===== src/rtl/d2q9_pkg.sv =====
package d2q9_pkg;

  localparam int unsigned DataWidth   = 24;
  localparam int unsigned FracBits    = 20;
  localparam int unsigned RateWidth   = 21;
  localparam int unsigned RateFrac    = 20;
  localparam int unsigned SpeedWidth  = 24;
  localparam int unsigned CfgWidth    = 24;
  localparam int unsigned CfgIdxWidth = 1;
  localparam int unsigned NumDir      = 9;

  // nine-term density sum and six-term momentum sums
  localparam int unsigned SumWidth  = DataWidth + 4;
  localparam int unsigned MomWidth  = DataWidth + 3;
  // speed times momentum, and after the fraction shift
  localparam int unsigned MprWidth  = MomWidth + SpeedWidth + 1;
  localparam int unsigned MWidth    = MprWidth - FracBits;
  // long division of |m| * 2^F by density
  localparam int unsigned RemWidth  = MWidth + FracBits;
  localparam int unsigned QuotBits  = DataWidth + 1;
  // equilibrium terms, e.u reaches twice the data range on diagonals
  localparam int unsigned EuWidth   = DataWidth + 2;
  localparam int unsigned SqWidth   = 2 * EuWidth - FracBits;
  localparam int unsigned WgtWidth  = FracBits + 2;
  localparam int unsigned PolyWidth = DataWidth + 10;
  localparam int unsigned FeqWidth  = DataWidth + 3;

  localparam int unsigned NumQueue  = 2;

  typedef logic signed [DataWidth-1:0] data_t;

  localparam data_t DataMax = {1'b0, {(DataWidth-1){1'b1}}};
  localparam data_t DataMin = {1'b1, {(DataWidth-1){1'b0}}};

  localparam logic signed [WgtWidth-1:0] WgtRest =
    WgtWidth'(((longint'(4) << FracBits) + 4) / 9);
  localparam logic signed [WgtWidth-1:0] WgtAxis =
    WgtWidth'(((longint'(1) << FracBits) + 4) / 9);
  localparam logic signed [WgtWidth-1:0] WgtDiag =
    WgtWidth'(((longint'(1) << FracBits) + 18) / 36);

  typedef enum logic [CfgIdxWidth-1:0] {
    CFG_RELAX_RATE    = 1'b0,
    CFG_LATTICE_SPEED = 1'b1
  } cfg_idx_e;

  typedef struct packed {
    data_t dist_rest;
    data_t dist_east;
    data_t dist_north;
    data_t dist_west;
    data_t dist_south;
    data_t dist_northeast;
    data_t dist_northwest;
    data_t dist_southwest;
    data_t dist_southeast;
  } in_item_t;

  typedef struct packed {
    data_t new_rest;
    data_t new_east;
    data_t new_north;
    data_t new_west;
    data_t new_south;
    data_t new_northeast;
    data_t new_northwest;
    data_t new_southwest;
    data_t new_southeast;
    data_t cell_density;
    data_t vel_x;
    data_t vel_y;
  } out_item_t;

  // classified cell: distributions by direction index, rest first
  typedef struct packed {
    data_t [NumDir-1:0]          dist_v;
    data_t                       rho;
    logic signed [MomWidth-1:0]  mom_x;
    logic signed [MomWidth-1:0]  mom_y;
  } front_item_t;

  typedef struct packed {
    data_t [NumDir-1:0] dist_v;
    data_t              rho;
  } side_t;

  typedef struct packed {
    logic full;
    logic empty;
  } queue_status_t;

endpackage


===== src/rtl/d2q9_queue.sv =====
module d2q9_queue (
  input  logic                    clk_i,
  input  logic                    rst_ni,
  input  logic                    push_i,
  input  d2q9_pkg::front_item_t   push_item_i,
  input  logic                    pop_i,
  output d2q9_pkg::front_item_t   head_o,
  output d2q9_pkg::queue_status_t status_o
);

  localparam int unsigned PtrWidth = $clog2(d2q9_pkg::NumQueue);

  d2q9_pkg::front_item_t mem [d2q9_pkg::NumQueue];
  logic [PtrWidth-1:0]   wr_ptr_q, rd_ptr_q;
  logic [PtrWidth:0]     count_q;

  assign status_o.full  = (count_q == (PtrWidth+1)'(d2q9_pkg::NumQueue));
  assign status_o.empty = (count_q == '0);
  assign head_o         = mem[rd_ptr_q];

  always_ff @(posedge clk_i or negedge rst_ni) begin
    if (!rst_ni) begin
      wr_ptr_q <= '0;
      rd_ptr_q <= '0;
      count_q  <= '0;
    end else begin
      if (push_i) begin
        wr_ptr_q <= wr_ptr_q + 1'b1;
      end
      if (pop_i) begin
        rd_ptr_q <= rd_ptr_q + 1'b1;
      end
      if (push_i && !pop_i) begin
        count_q <= count_q + 1'b1;
      end else if (pop_i && !push_i) begin
        count_q <= count_q - 1'b1;
      end
    end
  end

  always_ff @(posedge clk_i) begin
    if (push_i) begin
      mem[wr_ptr_q] <= push_item_i;
    end
  end

endmodule


===== config.mk =====
export PLATFORM = sky130hd
export DESIGN_NAME = d2q9_queue
export DESIGN_NICKNAME = d
export VERILOG_FILES = /design/src/rtl/d2q9_pkg.sv /design/src/rtl/d2q9_queue.sv
export SDC_FILE = /design/constraint.sdc
export NUM_CORES = 1
export LEC_CHECK = 0
export ABC_AREA = 1
export BUFFER_PORTS_ARGS = -buffer_cell sky130_fd_sc_hd__clkbuf_2
export CAP_MARGIN = 25
export CELL_PAD_IN_SITES_DETAIL_PLACEMENT = 0
export CELL_PAD_IN_SITES_GLOBAL_PLACEMENT = 1
export CORE_UTILIZATION = 40
export CTS_CLUSTER_DIAMETER = 30
export DETAILED_ROUTE_END_ITERATION = 6
export PLACE_DENSITY = 0.79
export SKIP_CTS_REPAIR_TIMING = 1
export SYNTH_ARGS = -nofsm -noshare
export SYNTH_HDL_FRONTEND = slang
export SYNTH_SLANG_ARGS = --single-unit

===== constraint.sdc =====
create_clock -name clk_i -period 13.1 [get_ports clk_i]
set_input_delay 2.62 -clock clk_i [delete_from_list [all_inputs] [get_ports clk_i]]
set_output_delay 2.62 -clock clk_i [all_outputs]
set_load 0.01 [all_outputs]

==> results of run 1 <==
-- through the flow --
stage / cell area, um2 / hold slack [ns] / std cells / setup WS (ns) / util, %
floorplan: 21600 / 0.463 / 940 / 2.34 / -
global placement: 25200 / 0.480 / 2197 / 7.05 / 47.5
detailed placement: 25200 / 0.521 / 2197 / 6.94 / 47.5
CTS: 29000 / 0.532 / 2395 / 6.24 / 54.7
global route: 29100 / 0.569 / 2399 / 6.42 / 54.8
finish: 29100 / 0.530 / 2403 / 6.66 / 54.9
-- path summary, 6_finish.rpt --
| check | start | endpoint | slack (ns) | cells after the start |
|---|---|---|---|---|
| worst min register to register | count_q[1]$_DFFE_PN0P_ | count_q[1]$_DFFE_PN0P_ | 0.53 | 2 |
| worst max register to register | wr_ptr_q$_DFFE_PN0P_ | mem[1][140]$_DFFE_PP_ | 9.79 | 4 |
| min in group asynchronous | rst_ni | rd_ptr_q$_DFFE_PN0P_ | 1.81 | 1 |
| worst max-delay path | rd_ptr_q$_DFFE_PN0P_ | head_o[253] | 6.66 | 5 |
| max in group asynchronous | rst_ni | rd_ptr_q$_DFFE_PN0P_ | 11.14 | 1 |
| worst min-delay path | count_q[1]$_DFFE_PN0P_ | count_q[1]$_DFFE_PN0P_ | 0.53 | 2 |
-- per-layer routing --
metal	track usage, %	up-vias
met5	0	-
met4	8.23	2
met3	5.95	108
met2	31.4	446
met1	17.8	5753
li1	-	5187
-- final cells by class --
cell class	count	area, um2	area share, %
sequential	592	17800	61.1
multi-input combinational	308	3470	12.0
timing repair buffer	605	3130	10.8
clock buffer	120	2750	9.45
clock inverter	78	1040	3.59
tap	688	861	2.96
inverter	7	33.8	0.116
antenna	5	12.5	0.0430
-- worst max-delay path: stages, from the launching register on --
cell,delay [ns]
dfrtp_4,1.02
buf_4,0.83
buf_4,0.33
buf_16,0.32
mux2_2,0.40
clkbuf_2,0.13
-- where the power goes --
part / switching [W] / internal (W)
combinational: 0.000892 / 0.000743
sequential: 0.000132 / 0.00252
clock: 0.000898 / 0.00194
total: 0.00192 / 0.00520
-- cell families (layout without fill, tap and decap cells) --
kind of cell | count (synthesis) | count (layout)
xor+xnor | 3 | 3
fa+ha+maj | 1 | 1
buf+inv | 40 | 810
flops | 592 | 592
mux | 294 | 294
other cells | 0 | 5
simple gates | 10 | 10
-- synth_stat cells, drive strengths merged --
| master | number |
|---|---|
| nand2 | 5 |
| xnor2 | 1 |
| dfrtp | 4 |
| nand3 | 1 |
| ha | 1 |
| mux2 | 294 |
| nand4 | 1 |
| xor2 | 2 |
| edfxtp | 588 |
| nor2 | 3 |
| buf | 33 |
| inv | 7 |
-- flip-flops by register name, indices dropped and copies added, names as in the netlist --
register / cells
rd_ptr_q: 1
mem: 588
count_q: 2
wr_ptr_q: 1
==> reports/metrics.yaml, run 1 <==
synth_area_mm2: 0.0216
synthTopCellsByArea: "edfxtp_1, mux2_2, buf_6"
die-area_mm2: 0.0549
start_util_pct: 40.8
synth_xor_area_share_pct: 0.122
ant_nets: 0
met1Wirelength_um: 17200
min_period_ns: 6.44
maxSlewHeadroom_pct: 30.2
grt_pass1_wl_um: 69800
seq_area_frac_synth_pct: 82.2
drtIter0Drc: 465
tightest_slew_ns: 1.05
critPathRequiredTime_ns: 10.48
synth_top_area_cell: "edfxtp_1"
via_per_inst: 4.78
clk_path_buf_depth: 3
power.density_mw_per_mm2: 245
critical_path.startpoint_type: "flop"
yosysTopAreaCellShare_pct: 81.8
finClkSkew_ns: 0.0272
critPathMaxFanout: 83
maxCapViolCount: 0
finalPower_w: 0.00712
synth_compound_area_share_pct: 0
synth_nets: 1239
synth.avg_cell_area_um2: 23.0
wl_um: 49600
track_usage_pct: 17.3
dpl.hpwl_um: 34100
yosys_warnings: 0
wl_met2_um: 26900
core_mm2: 0.0530
fmax_mhz: 155
dr.pass1.iters: 4
cp-end-kind: "primary output"
num-fill-cells: 4109
drv_slew: 0
port_buffers: 593
netlist_instances: 940
antenna_found_initial: 2
die_x_um: 234
ir_drop_uv: 183
post-route-period-util_pct: 49.2
cts.htree.levels: 3
row_count: 84
synth-adder-area-share_pct: 0.0579
final_common_cell: "clkbuf_2"
power_leakage_nw: 11.2
wl_per_cell_um: 20.6
cts.sinks: 592
hold_viol: 0
ys_types: 15
most-common-layout-cells: "clkbuf_2, edfxtp_1, mux2_2"
synth-simple-area-share_pct: 0.191
crit_type: "flop to primary output"
drive_above_1_share_pct: 62.7
ios: 594
nets: 1919
grt_max_degree: 138
numCtsBuffers: 106
dr_wl_met3_um: 3700
cts_tree: "yes"
arrival_ns: 3.82
synth_mux_area_share_pct: 15.7
cts-root-buf: "clkbuf_16"
fin_setup_tns_ns: 0
gp_congestion: 0.867
area_delta_synth_final_pct: 34.6
setup_viol: 0
hold_path.class: "flop to flop"
grt.overflow.total: 0
drc: 0
vias: 11500
die_h_um: 234
status: "finished, final reports clean"
synth_top_family_by_area: "multiplexers"
yosys_register_bits: 592
worstSkewPairLatency_ns: 0.63
rsz0062_at_grt: "false"
path_clk_slew_ns: 0.05
dr.max_layer_used: "met5"
grt_pass1_vias: 12000
(Power assumes the default switching activity.)
==> run 2: changes to the inputs <==
Settings changed: ABC_AREA 1 to 0, CORE_AREA set to 2 2 232 234, CORE_UTILIZATION 40 to not set, DIE_AREA set to 0 0 234 236, PLACE_DENSITY 0.79 to 0.77.
Clock period 13.1 ns to 6 ns, I/O delays scaled along.
==> run 2 against run 1 <==
  * Utilization down 0.46 points
  * Power is 110% higher
  * Sequential share of layout area rose by 0.40 points
  * First-iteration DRC count grew 22%
  * Via count shrank 0.95%
  * Largest cell class unchanged
  * Sequential power increased by 120%
  * Clock power up 110%
==> reports/metrics.yaml, run 2 <==
status: "finished, final reports clean"  # unchanged
critPathTopFamily: "flip-flops"  # was buffers and inverters
yosysTopAreaCellShare_pct: 81.8  # about the same
hold_viol: 0  # unchanged
async_flop_share_pct: 0.676  # unchanged
crit_type: "flop to primary output"  # unchanged
worstSkewPairLatency_ns: 0.64  # was 0.63 ns
yosys_warnings: 0  # unchanged
dr.pass1.iters: 4  # unchanged
dp_slack_ns: 2.60  # was 6.94 ns
ir_drop_uv: 352  # was 183 uV
die-area_mm2: 0.0552  # was 0.0549 mm2
final_common_cell: "clkbuf_2"  # unchanged
synth_enable_flop_cells: 588  # unchanged
power.density_mw_per_mm2: 526  # was 245 mW/mm2
hold_path.class: "input pin to async pin"  # was flop to flop
crit_path_max_incr_delay_ns: 0.96  # was 1.02 ns
ys_types: 14  # was 15
min_period_ns: 4.07
drc: 0  # unchanged
largest_reg_flops: 588  # unchanged
seq_area_mm2: 0.0178  # unchanged
post-place-cells: 2199  # was 2197
final_cells: 2405  # was 2403
maxCapViolCount: 0  # unchanged
track_usage_pct: 17.3  # about the same
placed_area_mm2: 0.0252  # about the same
path_clk_slew_ns: 0.04  # was 0.05 ns
port_buffers: 593  # unchanged
slowest_stage: "dfrtp_4"  # unchanged
netlist_instances: 931  # was 940
rsz0062_at_grt: "false"  # unchanged
most-common-layout-cells: "clkbuf_2, edfxtp_1, mux2_2"  # unchanged
cts_tree: "yes"  # unchanged
cts.htree.levels: 3  # unchanged
synth_nets: 1230  # was 1239
die_x_um: 234  # about the same
numCtsBuffers: 109  # was 106
power_leakage_nw: 11.1  # was 11.2 nW
ios: 594  # unchanged
fmax_mhz: 246
post-route-period-util_pct: 67.9
design_area_mm2: 0.0289  # was 0.0291 mm2
regMostFlops: "mem"  # unchanged
drive_above_1_share_pct: 62.6  # was 62.7%
vias: 11400  # was 11500
critPathMaxFanout: 117  # was 83
ant_nets: 0  # unchanged
grt_pass1_vias: 12400  # was 12000
finalWorstSetupSlack_ns: 1.93  # was 6.66 ns
netlist_top_cells_count: "edfxtp_1, mux2_2, buf_6"  # unchanged
synthMostInstantiatedCell: "edfxtp_1"  # unchanged
die_h_um: 236  # was 234 um
row_count: 85  # was 84
synth_area_mm2: 0.0216  # about the same
maxSlewHeadroom_pct: 39.8  # was 30.2%
seq_area_frac_synth_pct: 82.3  # was 82.2%
ys.flop_type: "edfxtp_1"  # unchanged
cts-root-buf: "clkbuf_16"  # unchanged
synth.avg_cell_area_um2: 23.2  # was 23.0 um2
multiInputGateArea_mm2: 0.00348  # was 0.00347 mm2
setup_viol: 0  # unchanged
finClkSkew_ns: 0.0257  # was 0.0272 ns
grt.overflow.total: 0  # unchanged
num-fill-cells: 4200  # was 4109
tightest_slew_ns: 0.903  # was 1.05 ns
area_delta_synth_final_pct: 33.8  # was 34.6%
finalPower_w: 0.0152  # was 0.00712 W
via_per_inst: 4.73  # was 4.78
crit_path_cell_trace: "buf_12 > mux2_2 > clkbuf_2"  # was buf_4 > buf_4 > buf_16 > mux2_2 > clkbuf_2
synth_top_area_cell: "edfxtp_1"  # unchanged
wl_um: 48500  # was 49600 um
nets: 1913  # was 1919
critical_path.startpoint_type: "flop"  # unchanged
gp_congestion: 0.823  # was 0.867
cts.sinks: 592  # unchanged
antenna_found_initial: 2  # unchanged
synthTopCellsByArea: "edfxtp_1, mux2_2, buf_6"  # unchanged
drv_slew: 0  # unchanged
grt_max_degree: 131  # was 138
drtIter0Drc: 568  # was 465
cp-end-kind: "primary output"  # unchanged
path_buf_inv: 2  # was 4
start_util_pct: 40.7  # was 40.8%
critPathRequiredTime_ns: 4.80  # was 10.48 ns
dpl.hpwl_um: 32500  # was 34100 um
reg.largest.list: "mem: 588 flops, count_q: 2 flops"  # unchanged
grt_pass1_wl_um: 71100  # was 69800 um
fin_setup_tns_ns: 0  # unchanged
clk_path_buf_depth: 3  # unchanged
yosys_register_bits: 592  # unchanged
wl_per_cell_um: 20.2  # was 20.6 um
arrival_ns: 2.87  # was 3.82 ns
core_mm2: 0.0531  # was 0.0530 mm2
==> run 2: final timing paths <==
| path | startpoint | end | slack, ns | depth (start not counted) |
|---|---|---|---|---|
| max | rd_ptr_q$_DFFE_PN0P_ | head_o[233] | 1.93 | 3 |
| min | rst_ni | rd_ptr_q$_DFFE_PN0P_ | 0.37 | 1 |
| max reg2reg | wr_ptr_q$_DFFE_PN0P_ | mem[0][230]$_DFFE_PP_ | 3.83 | 2 |
| min reg2reg | count_q[1]$_DFFE_PN0P_ | count_q[1]$_DFFE_PN0P_ | 0.49 | 1 |
| max in group asynchronous | rst_ni | rd_ptr_q$_DFFE_PN0P_ | 5.49 | 1 |
| min in group clk_i | count_q[1]$_DFFE_PN0P_ | count_q[1]$_DFFE_PN0P_ | 0.49 | 1 |
==> run 2: final cells by class <==
class | instances | area share (%)
Antenna cell | 2 | 0.0173
Clock buffer | 128 | 9.69
Clock inverter | 76 | 2.86
Inverter | 1 | 0.0130
Multi-Input combinational cell | 305 | 12.0
Sequential cell | 592 | 61.5
Tap cell | 696 | 3.02
Timing Repair Buffer | 605 | 10.9
==> run 2: metal layers <==
layer  GRT usage [%]  vias up  part of all wire [%]
li1                -     5151                     -
met1            18.7     5683                    36
met5               0        -                     0
met3            5.17      108                   7.5
met2            30.2      445                    52
met4            9.19        0                   4.0
==> run 2: cell families (layout without fill, tap and decap cells) <==
kind of cell             Yosys count  in the layout  share of synthesized area [%]
adder cells (fa/ha/maj)            1              1                         0.0580
AND/OR/NAND/NOR                    5              5                          0.122
flip-flops                       592            592                           82.3
other                              0              2                              0
multiplexers                     294            294                           15.7
XOR/XNOR                           5              5                          0.203
buffers and inverters             34            810                           1.62
==> run 2: through the flow <==
step | hold slack [ns] | util [%]
2_1_floorplan | 0.456 | -
3_3_place_gp | 0.472 | 47.6
3_5_place_dp | 0.481 | 47.6
4_1_cts | 0.326 | 54.4
5_1_grt | 0.340 | 54.4
6_report | 0.366 | 54.4
==> run 2: report_power, final <==
group	internal [W]	switching (W)
registers	0.00550	0.000260
logic	0.00161	0.00196
clock network	0.00382	0.00202
==> run 2: worst reg2reg max path, cell delays in order (launching register included) <==
cell and delay, ns:
dfrtp_1 0.42, nor2b_4 0.65, buf_12 0.55
