==> config.mk <==
export PLATFORM = sky130hd
export DESIGN_NAME = d2q9_front
export DESIGN_NICKNAME = d
export VERILOG_FILES = /design/src/rtl/d2q9_pkg.sv /design/src/rtl/d2q9_front.sv
export SDC_FILE = /design/constraint.sdc
export NUM_CORES = 1
export LEC_CHECK = 0
export BUFFER_PORTS_ARGS = -buffer_cell sky130_fd_sc_hd__buf_2
export CAP_MARGIN = 20
export CORE_MARGIN = 4
export CORE_UTILIZATION = 50
export CTS_BUF_LIST = sky130_fd_sc_hd__clkbuf_4 sky130_fd_sc_hd__clkbuf_8
export DETAILED_ROUTE_END_ITERATION = 12
export PLACE_DENSITY_LB_ADDON = 0.12
export SLEW_MARGIN = 20
export SYNTH_ARGS = -nofsm -noshare
export SYNTH_HDL_FRONTEND = slang
export SYNTH_SLANG_ARGS = --single-unit
export TNS_END_PERCENT = 1
==> constraint.sdc <==
create_clock -name clk_i -period 10.32 [get_ports clk_i]
set_clock_uncertainty 0.2 [all_clocks]
set_input_delay 3.096 -clock clk_i [delete_from_list [all_inputs] [get_ports clk_i]]
set_output_delay 3.096 -clock clk_i [all_outputs]
set_load 0.02 [all_outputs]
==> src/rtl/d2q9_pkg.sv <==
package d2q9_pkg;

  localparam int unsigned DataWidth   = 24;
  localparam int unsigned FracBits    = 20;
  localparam int unsigned RateWidth   = 21;
  localparam int unsigned RateFrac    = 20;
  localparam int unsigned SpeedWidth  = 24;
  localparam int unsigned CfgWidth    = 24;
  localparam int unsigned CfgIdxWidth = 1;
  localparam int unsigned NumDir      = 9;

  // nine-term density sum and six-term momentum sums
  localparam int unsigned SumWidth  = DataWidth + 4;
  localparam int unsigned MomWidth  = DataWidth + 3;
  // speed times momentum, and after the fraction shift
  localparam int unsigned MprWidth  = MomWidth + SpeedWidth + 1;
  localparam int unsigned MWidth    = MprWidth - FracBits;
  // long division of |m| * 2^F by density
  localparam int unsigned RemWidth  = MWidth + FracBits;
  localparam int unsigned QuotBits  = DataWidth + 1;
  // equilibrium terms, e.u reaches twice the data range on diagonals
  localparam int unsigned EuWidth   = DataWidth + 2;
  localparam int unsigned SqWidth   = 2 * EuWidth - FracBits;
  localparam int unsigned WgtWidth  = FracBits + 2;
  localparam int unsigned PolyWidth = DataWidth + 10;
  localparam int unsigned FeqWidth  = DataWidth + 3;

  localparam int unsigned NumQueue  = 2;

  typedef logic signed [DataWidth-1:0] data_t;

  localparam data_t DataMax = {1'b0, {(DataWidth-1){1'b1}}};
  localparam data_t DataMin = {1'b1, {(DataWidth-1){1'b0}}};

  localparam logic signed [WgtWidth-1:0] WgtRest =
    WgtWidth'(((longint'(4) << FracBits) + 4) / 9);
  localparam logic signed [WgtWidth-1:0] WgtAxis =
    WgtWidth'(((longint'(1) << FracBits) + 4) / 9);
  localparam logic signed [WgtWidth-1:0] WgtDiag =
    WgtWidth'(((longint'(1) << FracBits) + 18) / 36);

  typedef enum logic [CfgIdxWidth-1:0] {
    CFG_RELAX_RATE    = 1'b0,
    CFG_LATTICE_SPEED = 1'b1
  } cfg_idx_e;

  typedef struct packed {
    data_t dist_rest;
    data_t dist_east;
    data_t dist_north;
    data_t dist_west;
    data_t dist_south;
    data_t dist_northeast;
    data_t dist_northwest;
    data_t dist_southwest;
    data_t dist_southeast;
  } in_item_t;

  typedef struct packed {
    data_t new_rest;
    data_t new_east;
    data_t new_north;
    data_t new_west;
    data_t new_south;
    data_t new_northeast;
    data_t new_northwest;
    data_t new_southwest;
    data_t new_southeast;
    data_t cell_density;
    data_t vel_x;
    data_t vel_y;
  } out_item_t;

  // classified cell: distributions by direction index, rest first
  typedef struct packed {
    data_t [NumDir-1:0]          dist_v;
    data_t                       rho;
    logic signed [MomWidth-1:0]  mom_x;
    logic signed [MomWidth-1:0]  mom_y;
  } front_item_t;

  typedef struct packed {
    data_t [NumDir-1:0] dist_v;
    data_t              rho;
  } side_t;

  typedef struct packed {
    logic full;
    logic empty;
  } queue_status_t;

endpackage

==> src/rtl/d2q9_front.sv <==
module d2q9_front (
  input  logic                   clk_i,
  input  logic                   rst_ni,
  input  logic                   in_valid_i,
  output logic                   in_stall_o,
  input  d2q9_pkg::in_item_t     in_item_i,
  input  d2q9_pkg::queue_status_t q_status_i,
  output logic                   push_o,
  output d2q9_pkg::front_item_t  push_item_o
);

  logic                  valid_q;
  d2q9_pkg::in_item_t    item_q;
  d2q9_pkg::data_t [d2q9_pkg::NumDir-1:0] dist_v;
  logic signed [d2q9_pkg::SumWidth-1:0] rho_sum;
  logic                  accept;

  assign in_stall_o = valid_q & q_status_i.full;
  assign accept     = in_valid_i & ~in_stall_o;
  assign push_o     = valid_q & ~q_status_i.full;

  always_ff @(posedge clk_i or negedge rst_ni) begin
    if (!rst_ni) begin
      valid_q <= 1'b0;
    end else if (accept) begin
      valid_q <= 1'b1;
    end else if (push_o) begin
      valid_q <= 1'b0;
    end
  end

  always_ff @(posedge clk_i) begin
    if (accept) begin
      item_q <= in_item_i;
    end
  end

  always_comb begin
    dist_v[0] = item_q.dist_rest;
    dist_v[1] = item_q.dist_east;
    dist_v[2] = item_q.dist_north;
    dist_v[3] = item_q.dist_west;
    dist_v[4] = item_q.dist_south;
    dist_v[5] = item_q.dist_northeast;
    dist_v[6] = item_q.dist_northwest;
    dist_v[7] = item_q.dist_southwest;
    dist_v[8] = item_q.dist_southeast;
  end

  always_comb begin
    rho_sum = '0;
    for (int i = 0; i < d2q9_pkg::NumDir; i++) begin
      rho_sum = rho_sum + d2q9_pkg::SumWidth'(dist_v[i]);
    end
  end

  always_comb begin
    push_item_o.dist_v = dist_v;
    push_item_o.mom_x = d2q9_pkg::MomWidth'(dist_v[1]) - d2q9_pkg::MomWidth'(dist_v[3])
                      + d2q9_pkg::MomWidth'(dist_v[5]) - d2q9_pkg::MomWidth'(dist_v[6])
                      - d2q9_pkg::MomWidth'(dist_v[7]) + d2q9_pkg::MomWidth'(dist_v[8]);
    push_item_o.mom_y = d2q9_pkg::MomWidth'(dist_v[2]) - d2q9_pkg::MomWidth'(dist_v[4])
                      + d2q9_pkg::MomWidth'(dist_v[5]) + d2q9_pkg::MomWidth'(dist_v[6])
                      - d2q9_pkg::MomWidth'(dist_v[7]) - d2q9_pkg::MomWidth'(dist_v[8]);
    if (rho_sum > d2q9_pkg::SumWidth'(d2q9_pkg::DataMax)) begin
      push_item_o.rho = d2q9_pkg::DataMax;
    end else if (rho_sum < d2q9_pkg::SumWidth'(d2q9_pkg::DataMin)) begin
      push_item_o.rho = d2q9_pkg::DataMin;
    end else begin
      push_item_o.rho = rho_sum[d2q9_pkg::DataWidth-1:0];
    end
  end

endmodule

==> results of run 1 <==
## metal layers
| metal | vias up | share of wire (%) |
|---|---|---|
| met5 | - | 0 |
| met4 | 0 | 2.0 |
| met3 | 49 | 7.2 |
| met2 | 394 | 52 |
| met1 | 6408 | 39 |
| li1 | 5962 | - |
## synthesized netlist by cell type (2+ instances only)
master | instances | share of area, %
nor2b_1 | 11 | 0.36
buf_6 | 2 | 0.12
nor3_1 | 8 | 0.21
a31o_2 | 6 | 0.27
a21boi_0 | 2 | 0.078
nand4_1 | 3 | 0.097
nand3_1 | 23 | 0.60
nor4_1 | 2 | 0.065
and2_1 | 2 | 0.065
and3_1 | 8 | 0.26
xnor2_1 | 52 | 2.4
nand2_1 | 30 | 0.58
edfxtp_1 | 216 | 34
o2111ai_1 | 2 | 0.091
and4_1 | 2 | 0.091
a221oi_1 | 2 | 0.091
clkbuf_1 | 4 | 0.078
a41o_1 | 2 | 0.10
xor2_1 | 15 | 0.68
nand2b_1 | 8 | 0.26
ha_1 | 82 | 5.3
buf_2 | 2 | 0.052
a21o_1 | 45 | 1.7
a31oi_1 | 7 | 0.23
nor2_1 | 45 | 0.87
fa_1 | 367 | 38
inv_1 | 456 | 8.9
o211ai_1 | 7 | 0.27
o21ai_0 | 31 | 0.80
a211oi_1 | 6 | 0.23
or3_1 | 4 | 0.13
o21a_1 | 8 | 0.31
a21oi_1 | 57 | 1.5
or2_2 | 5 | 0.16
o21bai_1 | 8 | 0.31
## flip-flops by register name, indices dropped and copies added, names as in the netlist
name	cells
push_item_o	216
valid_q	1
## logic make-up (layout without fill, tap and decap cells)
family,count (synthesis),after routing,synth area share [%]
AOI/OAI and AO/OA,198,198,6.85
xor gates and xnor gates,67,67,3.04
adders and majority gates,449,449,43.3
buffers and inverters,464,1039,9.10
DFF,217,217,33.7
muxes,1,1,0.0518
other,0,1,0
and+or+nand+nor,156,156,3.96
## area by class of cell
class,count,area [sq um],share of cell area (%)
Multi-Input combinational cell,871,11100,47.6
Sequential cell,217,6510,28.0
Timing Repair Buffer,520,2620,11.2
Inverter,456,1710,7.36
Tap cell,511,639,2.75
Clock buffer,52,634,2.73
Clock inverter,11,76.3,0.328
Antenna cell,1,2.50,0.0108
## through the flow
step                cell area (sq um)  hold slack (ps)
global placement                22500              485
detailed placement              22500              487
floorplan                       19300              558
finish                          23300              491
CTS                             23300              500
global route                    23300              532
## path summary, 6_finish.rpt
path	from	to	slack, ps	cells after the start
worst max-delay path	push_item_o[224]	push_item_o[58]	360	17
worst min-delay path	valid_q	valid_q	490	2
worst max register to register	valid_q	push_item_o[178]	7830	4
worst min register to register	valid_q	valid_q	490	2
max in group asynchronous	rst_ni	valid_q	7740	1
min in group asynchronous	rst_ni	valid_q	2090	1
## placed cells by master (no fill, tap or decap), types with 10 or more instances in the layout
cell and count:
clkbuf_4 13, fa_1 367, buf_2 515, nand3_1 23
edfxtp_1 216, xor2_1 15, inv_1 456, xnor2_1 52
ha_1 82, clkbuf_8 39, nand2_1 30, a21oi_1 57
nor2b_1 10, a21o_1 45, o21ai_0 31, nor2_1 45
## worst reg2reg max path, cell delays in order, from the launching register on
cell and delay [ps]:
dfrtp_1 360, and2_1 180, nor2b_4 120, buf_4 370, buf_4 800
==> out/results.txt, run 1 <==
ratio of cells with drive above 1 in the final layout: 28.0%
root buf cell: clkbuf_8
number of fill cells: 3081
io pins: 517
post-layout util: 61.3%
final count of hold timing violations: 0
Slowest Stage Delay on Critical Path: 730 ps
top_reg_cell synth: edfxtp_1
CP max FO: 23
Crit path max-delay family: adder cells
DIE AREA: 0.0419 sq mm
first-pass GRT wire length: 77300 microns
synthesized cell area: 0.0193 sq mm
CTS tree: built
worst slack, placed: 788 ps
GR Layer Usage met3: 5.22%
Setup CP Type: flip-flop to output pin
CP max stage cell: o41a_2
Critical Path Most Common Cell: fa_1
status: finished, final reports clean
Worst-Margin Slew: 962 ps
H-tree depth: 2
vias in the first global route: 14600
Gate Count Post-Synth: 1552
vias per cell: 4.86
unrepaired setup endpoints after global routing: no
Worst Hold Class: flip-flop to flip-flop
Fin Setup TNS: 0 ps
DRC: 0
sequential-to-total area share from yosys stat: 33.7%
most used routing layer: met2
Total Wirelength: 48600 microns
Clock Sinks: 217
CTS Buffer Depth: 3
dpl cells: 2575
largest net degree at the start of global routing: 78
GRT Residual Overflow: 0
Worst-Skew Late Latency: 560 ps
IO Port Bufs: 515
post-DR wirelength/cell: 18.4 microns
worst path bufs/invs: 2
First-pass DRT Iterations: 5
Worst Path Arrival: 6670 ps
GRT Overall Usage: 23.9%
Setup crit end kind: output pin
Pins Over Slew Limit: 0
max-cap violations: 0
worst path cell trace: fa_1 -> fa_1 -> fa_1 -> fa_1 -> ha_1 -> inv_1 -> fa_1 -> nand2b_1 -> a21oi_2 -> o41ai_4 -> o311a_2 -> and4b_1 -> o221ai_2 -> xnor2_1 -> o41a_2 -> a31o_2 -> buf_2
Post-CTS Setup Inserts: 0
hold_buf cts: 0
HPWL Detailed: 42400 microns
min Tclk post-route: 9960 ps
Area growth, synth to finish: 20.3%
post-CTS sizing: 0
CORE AREA: 0.0379 sq mm
Layout Cells excl Fill: 2639
Post-synth EDFFs: 216
DR iter-0 viols: 579
#FFs+latches synth: 217
Slew headroom: 35.9%
Chip Height: 205 microns
CP Data Required Time: 7020 ps
Mean Syn Cell Area: 12.5 sq um
DR vias: 12800
cts bufs inserted: 37
Routed Antenna Nets: 0
syn nets: 2222
width of the chip: 205 microns
FMAX: 100 MHz
met2 Use GR: 42.2%
setup ws final: 359 ps
Setup Viol. Count Final: 0
fraction of registers with async set/reset: 0.461%
placer congestion estimate: 0.851
Ys Warns: 0
nets@finish: 2773
CTS clk-pin slew, worst paths: 60 ps
Cell Rows: 71
Initial Util: 51.0%
antenna violations before repair: 0
Cell variety after synth: 57
GR Util met1: 30.2%
Setup crit start kind: flip-flop
Tcrit/Tclk final: 96.5%
Power of run 1 is not shown: default switching activity piles up to over one toggle a cycle in this logic, so the estimate is an artifact.
==> inputs of run 2 (changes only) <==
Settings changed: CORE_MARGIN 4 to not set, CORE_UTILIZATION 50 to 49, CTS_BUF_LIST sky130_fd_sc_hd__clkbuf_4 sky130_fd_sc_hd__clkbuf_8 to not set.
==> run 2 against run 1 <==
  * Setup slack better by 92 ps
  * Clock-buffer cell count down 22
  * Wire length down 5.6%
  * Register-to-register slack about the same
  * Non-clock buffer count unchanged
  * Critical path depth unchanged
  * Critical path type unchanged
  * Largest cell class unchanged
==> out/results.txt, run 2 (same netlist as run 1, synthesis figures left out) <==
nets@finish: 2760
vias per cell: 4.83
cts bufs inserted: 24
Routed Antenna Nets: 0
vias in the first global route: 14000
Worst Hold Class: flip-flop to flip-flop
Setup crit start kind: flip-flop
Hold Crit Endpoint: valid_q
CP max stage cell: o41a_2
Total Wirelength: 45900 microns
io pins: 517
max-cap violations: 0
Cell Rows: 72
CP Data Required Time: 7020 ps
worst path cell trace: fa_1 -> fa_1 -> fa_1 -> fa_1 -> ha_1 -> inv_1 -> fa_1 -> nand2b_1 -> a21oi_2 -> o41ai_4 -> o311a_2 -> and4b_1 -> o221ai_2 -> xnor2_1 -> o41a_2 -> a31o_2 -> buf_2
width of the chip: 201 microns
GRT Overall Usage: 23.6%
min Tclk post-route: 9870 ps
Worst-Skew Late Latency: 530 ps
CTS clk-pin slew, worst paths: 50 ps
commonest non-fill, non-tap cell in the layout: buf_2
DIE AREA: 0.0403 sq mm
Post-CTS Setup Inserts: 0
IO Port Bufs: 515
Worst Path Arrival: 6570 ps
WHS Path Cells: 2
Reg2Reg Depth: 4
Critical Path Most Common Cell: fa_1
FMAX: 101 MHz
worst path bufs/invs: 2
CP max FO: 23
GR Util met1: 30.0%
Crit path depth: 17
DR vias: 12700
Crit path max-delay family: adder cells
GRT Residual Overflow: 0
GR Layer Usage met3: 4.95%
setup slack, reg-to-reg: 7820 ps
hold_buf cts: 0
Slew headroom: 32.6%
ratio of cells with drive above 1 in the final layout: 26.9%
first-pass GRT wire length: 73300 microns
Setup crit end kind: output pin
CORE AREA: 0.0387 sq mm
unrepaired setup endpoints after global routing: no
root buf cell: clkbuf_16
n_diodes: 0
Setup CP Type: flip-flop to output pin
CTS tree: built
DRC: 0
placer congestion estimate: 0.843
Clock Sinks: 217
final count of hold timing violations: 0
met2 Use GR: 41.3%
CTS Buffer Depth: 3
status: finished, final reports clean
Chip Height: 201 microns
Pins Over Slew Limit: 0
Initial Util: 49.9%
DR iter-0 viols: 571
max reg flops: 216
antenna violations before repair: 0
r2r startpoint: valid_q
most used routing layer: met2
H-tree depth: 1
largest net degree at the start of global routing: 81
Slowest Stage Delay on Critical Path: 740 ps
Fin Setup TNS: 0 ps
HPWL Detailed: 40300 microns
post-layout util: 60.0%
Worst-Margin Slew: 1010 ps
post-DR wirelength/cell: 17.5 microns
Area growth, synth to finish: 20.2%
Tcrit/Tclk final: 95.6%
commonest non-fill, non-tap cells in the layout: buf_2, inv_1, fa_1
Reg-to-Reg End: push_item_o[154]
Setup Viol. Count Final: 0
First-pass DRT Iterations: 5
hold_sp: valid_q
[run 2: cell count changes in the layout (fill, tap and decap cells not counted)]
cell / before / now
clkbuf_8: 39 / 0
clkinvlp_4: 1 / 0
clkinv_2: 4 / 2
diode_2: 1 / 0
clkbuf_1: 0 / 5
clkinv_4: 0 / 1
clkinv_1: 5 / 4
clkbuf_4: 13 / 0
clkbuf_16: 0 / 25
bufinv_16: 1 / 0
[run 2: layout make-up]
cell class / count / area, sq um
sequential: 217 / 6510
tap: 518 / 648
clock inverter: 7 / 33.8
multi-input combinational: 871 / 11100
timing repair buffer: 520 / 2620
clock buffer: 30 / 644
fill: 3227 / 15500
inverter: 456 / 1710
[run 2: how the worst max path moves through the flow]
stage / endpoint / from / slack, ps
6_report: push_item_o[58] / push_item_o[224] / 450
5_1_grt: push_item_o[74] / push_item_o[224] / 60
4_1_cts: push_item_o[58] / push_item_o[224] / 210
3_5_place_dp: push_item_o[58] / push_item_o[224] / 830
3_3_place_gp: push_item_o[58] / push_item_o[224] / 830
2_1_floorplan: push_item_o[100] / q_status_i[1] / 680
[run 2: stage by stage]
stage          hold slack [ps]  setup WS [ps]  instance area, sq um  cells
2_1_floorplan              558            679                 19300   1552
3_3_place_gp               491            828                 22600   2582
3_5_place_dp               478            829                 22600   2582
4_1_cts                    491            214                 23200   2619
5_1_grt                    552           64.4                 23200   2619
6_report                   482            450                 23200   2619
[run 2: layer usage]
layer | vias to the layer above | wire (microns)
met5 | - | 0
met4 | 0 | 1130
met3 | 49 | 2960
met2 | 384 | 23400
met1 | 6291 | 18400
li1 | 5929 | -
[run 2: worst register-to-register path, delay by kind of cell (launching register included)]
family	cells	cell delay, ps
buf+inv	2	1160
simple gates	2	300
flops	1	360
[run 2: timing repair]
item | in CTS | in global routing
endpoints found under the hold margin | 0 | 0
resized for setup | 0 | 1
setup endpoints to repair | 0 | 14
Power of run 2 is left out for the same reason.
==> inputs of run 3 (changes only) <==
Settings changed: BUFFER_PORTS_ARGS -buffer_cell sky130_fd_sc_hd__buf_2 to not set, CAP_MARGIN 20 to 10, CORE_AREA set to 2 2 202 204, CORE_UTILIZATION 49 to not set, DIE_AREA set to 0 0 204 206, DONT_BUFFER_PORTS set to 1.
Clock period 10.32 ns to 11.75 ns, I/O delays scaled along.
==> run 3 against run 2 <==
  * Wire length decreased by 2.6%
  * Setup slack better by 750 ps
  * Clock-buffer cell count increased by 2
==> out/results.txt, run 3 (same netlist as run 1, synthesis figures left out) <==
Pins Over Slew Limit: 0
setup slack, reg-to-reg: 9030 ps
Routed Antenna Nets: 0
CTS Buffer Depth: 3
Area growth, synth to finish: 7.00%
first-pass GRT wire length: 68600 microns
io pins: 517
GRT Overall Usage: 21.6%
post-DR wirelength/cell: 21.1 microns
DIE AREA: 0.0420 sq mm
post-CTS sizing: 0
CTS tree: built
FMAX: 94.8 MHz
Setup crit start: push_item_o[224]
Worst-Margin Slew: 1040 ps
First-pass DRT Iterations: 5
number of fill cells: 3520
Cell Rows: 74
commonest non-fill, non-tap cell in the layout: inv_1
Hold Crit Endpoint: valid_q
hold_sp: valid_q
Layout Cells excl Fill: 2119
FF/Latch Area: 0.00651 sq mm
width of the chip: 204 microns
r2r startpoint: valid_q
HPWL Detailed: 39100 microns
Setup crit start kind: flip-flop
Reg-to-Reg End: push_item_o[178]
H-tree depth: 1
placer congestion estimate: 0.838
CORE AREA: 0.0402 sq mm
CTS clk-pin slew, worst paths: 60 ps
Tcrit/Tclk final: 89.7%
Setup Viol. Count Final: 0
Total Wirelength: 44700 microns
largest net degree at the start of global routing: 156
Setup crit end kind: output pin
final count of hold timing violations: 0
GRT Residual Overflow: 0
DRC: 0
multi-input logic area: 0.0111 sq mm
Fin Setup TNS: 0 ps
max reg flops: 216
Initial Util: 48.1%
IO Port Bufs: 0
CP Data Required Time: 8030 ps
DR iter-0 viols: 510
root buf cell: clkbuf_16
dpl cells: 2078
unrepaired setup endpoints after global routing: no
Worst-Skew Late Latency: 530 ps
status: finished, final reports clean
ratio of cells with drive above 1 in the final layout: 2.90%
DR vias: 10800
CP max FO: 23
hold_buf cts: 0
commonest non-fill, non-tap cells in the layout: inv_1, fa_1, edfxtp_1
Worst Path Arrival: 6820 ps
Chip Height: 206 microns
nets@finish: 2241
Post-CTS Setup Inserts: 0
Slew headroom: 30.5%
post-layout util: 51.5%
min Tclk post-route: 10550 ps
vias in the first global route: 11900
worst slack, placed: 1730 ps
Worst Hold Class: flip-flop to flip-flop
WHS Path Cells: 2
setup ws final: 1200 ps
max-cap violations: 0
Setup CP Type: flip-flop to output pin
Clock Sinks: 217
antenna violations before repair: 2
vias per cell: 5.11
Reg2Reg Depth: 4
cts bufs inserted: 23
==> run 3: cell count changes in the layout (fill, tap and decap cells not counted), sizes merged <==
cell	previous run	this run
clkinvlp	0	1
clkbuf	30	32
bufinv	0	2
diode	0	1
buf	520	2
clkinv	7	5
==> run 3: through the flow <==
stage	cell area [sq um]	hold slack (ps)
after CTS	20700	645
after floorplan	19300	558
after global routing	20700	684
final	20700	645
after detailed placement	20000	625
after global placement	20000	624
==> run 3: cell type report <==
cell class	instances	area share, %
repair buffers	2	0.133
diodes	1	0.0121
clock inverters	8	0.423
multi-input cells	871	53.5
clock buffers	32	2.95
inverters	456	8.28
well taps	532	3.22
flip-flops and latches	217	31.5
==> run 3: worst max-delay path by stage <==
stage / to / slack [ps]
2_1_floorplan: push_item_o[100] / 1680
3_3_place_gp: push_item_o[74] / 1750
3_5_place_dp: push_item_o[74] / 1730
4_1_cts: push_item_o[74] / 1150
5_1_grt: push_item_o[74] / 860
6_report: push_item_o[74] / 1200
==> run 3: routing by layer <==
| metal | routed length (microns) | up-vias | global-route usage (%) | part of all wire, % |
|---|---|---|---|---|
| li1 | - | 4890 | - | - |
| met1 | 17200 | 5519 | 26.7 | 38 |
| met2 | 22900 | 361 | 37.7 | 51 |
| met3 | 3510 | 50 | 5.99 | 7.8 |
| met4 | 1060 | 2 | 4.99 | 2.4 |
| met5 | 13 | - | 0 | 0.029 |
==> run 3: critical path: stages (launching register included) <==
cell and delay, ps:
edfxtp_1 570, fa_1 650, fa_1 450, fa_1 540, fa_1 560, ha_1 160
inv_1 60, fa_1 370, nand2b_1 200, a21oi_2 240, o41ai_4 130, o311a_2 390
and4b_1 330, o221ai_2 120, xnor2_1 200, o41a_1 890, a31o_1 420
Power of run 3 is left out for the same reason.
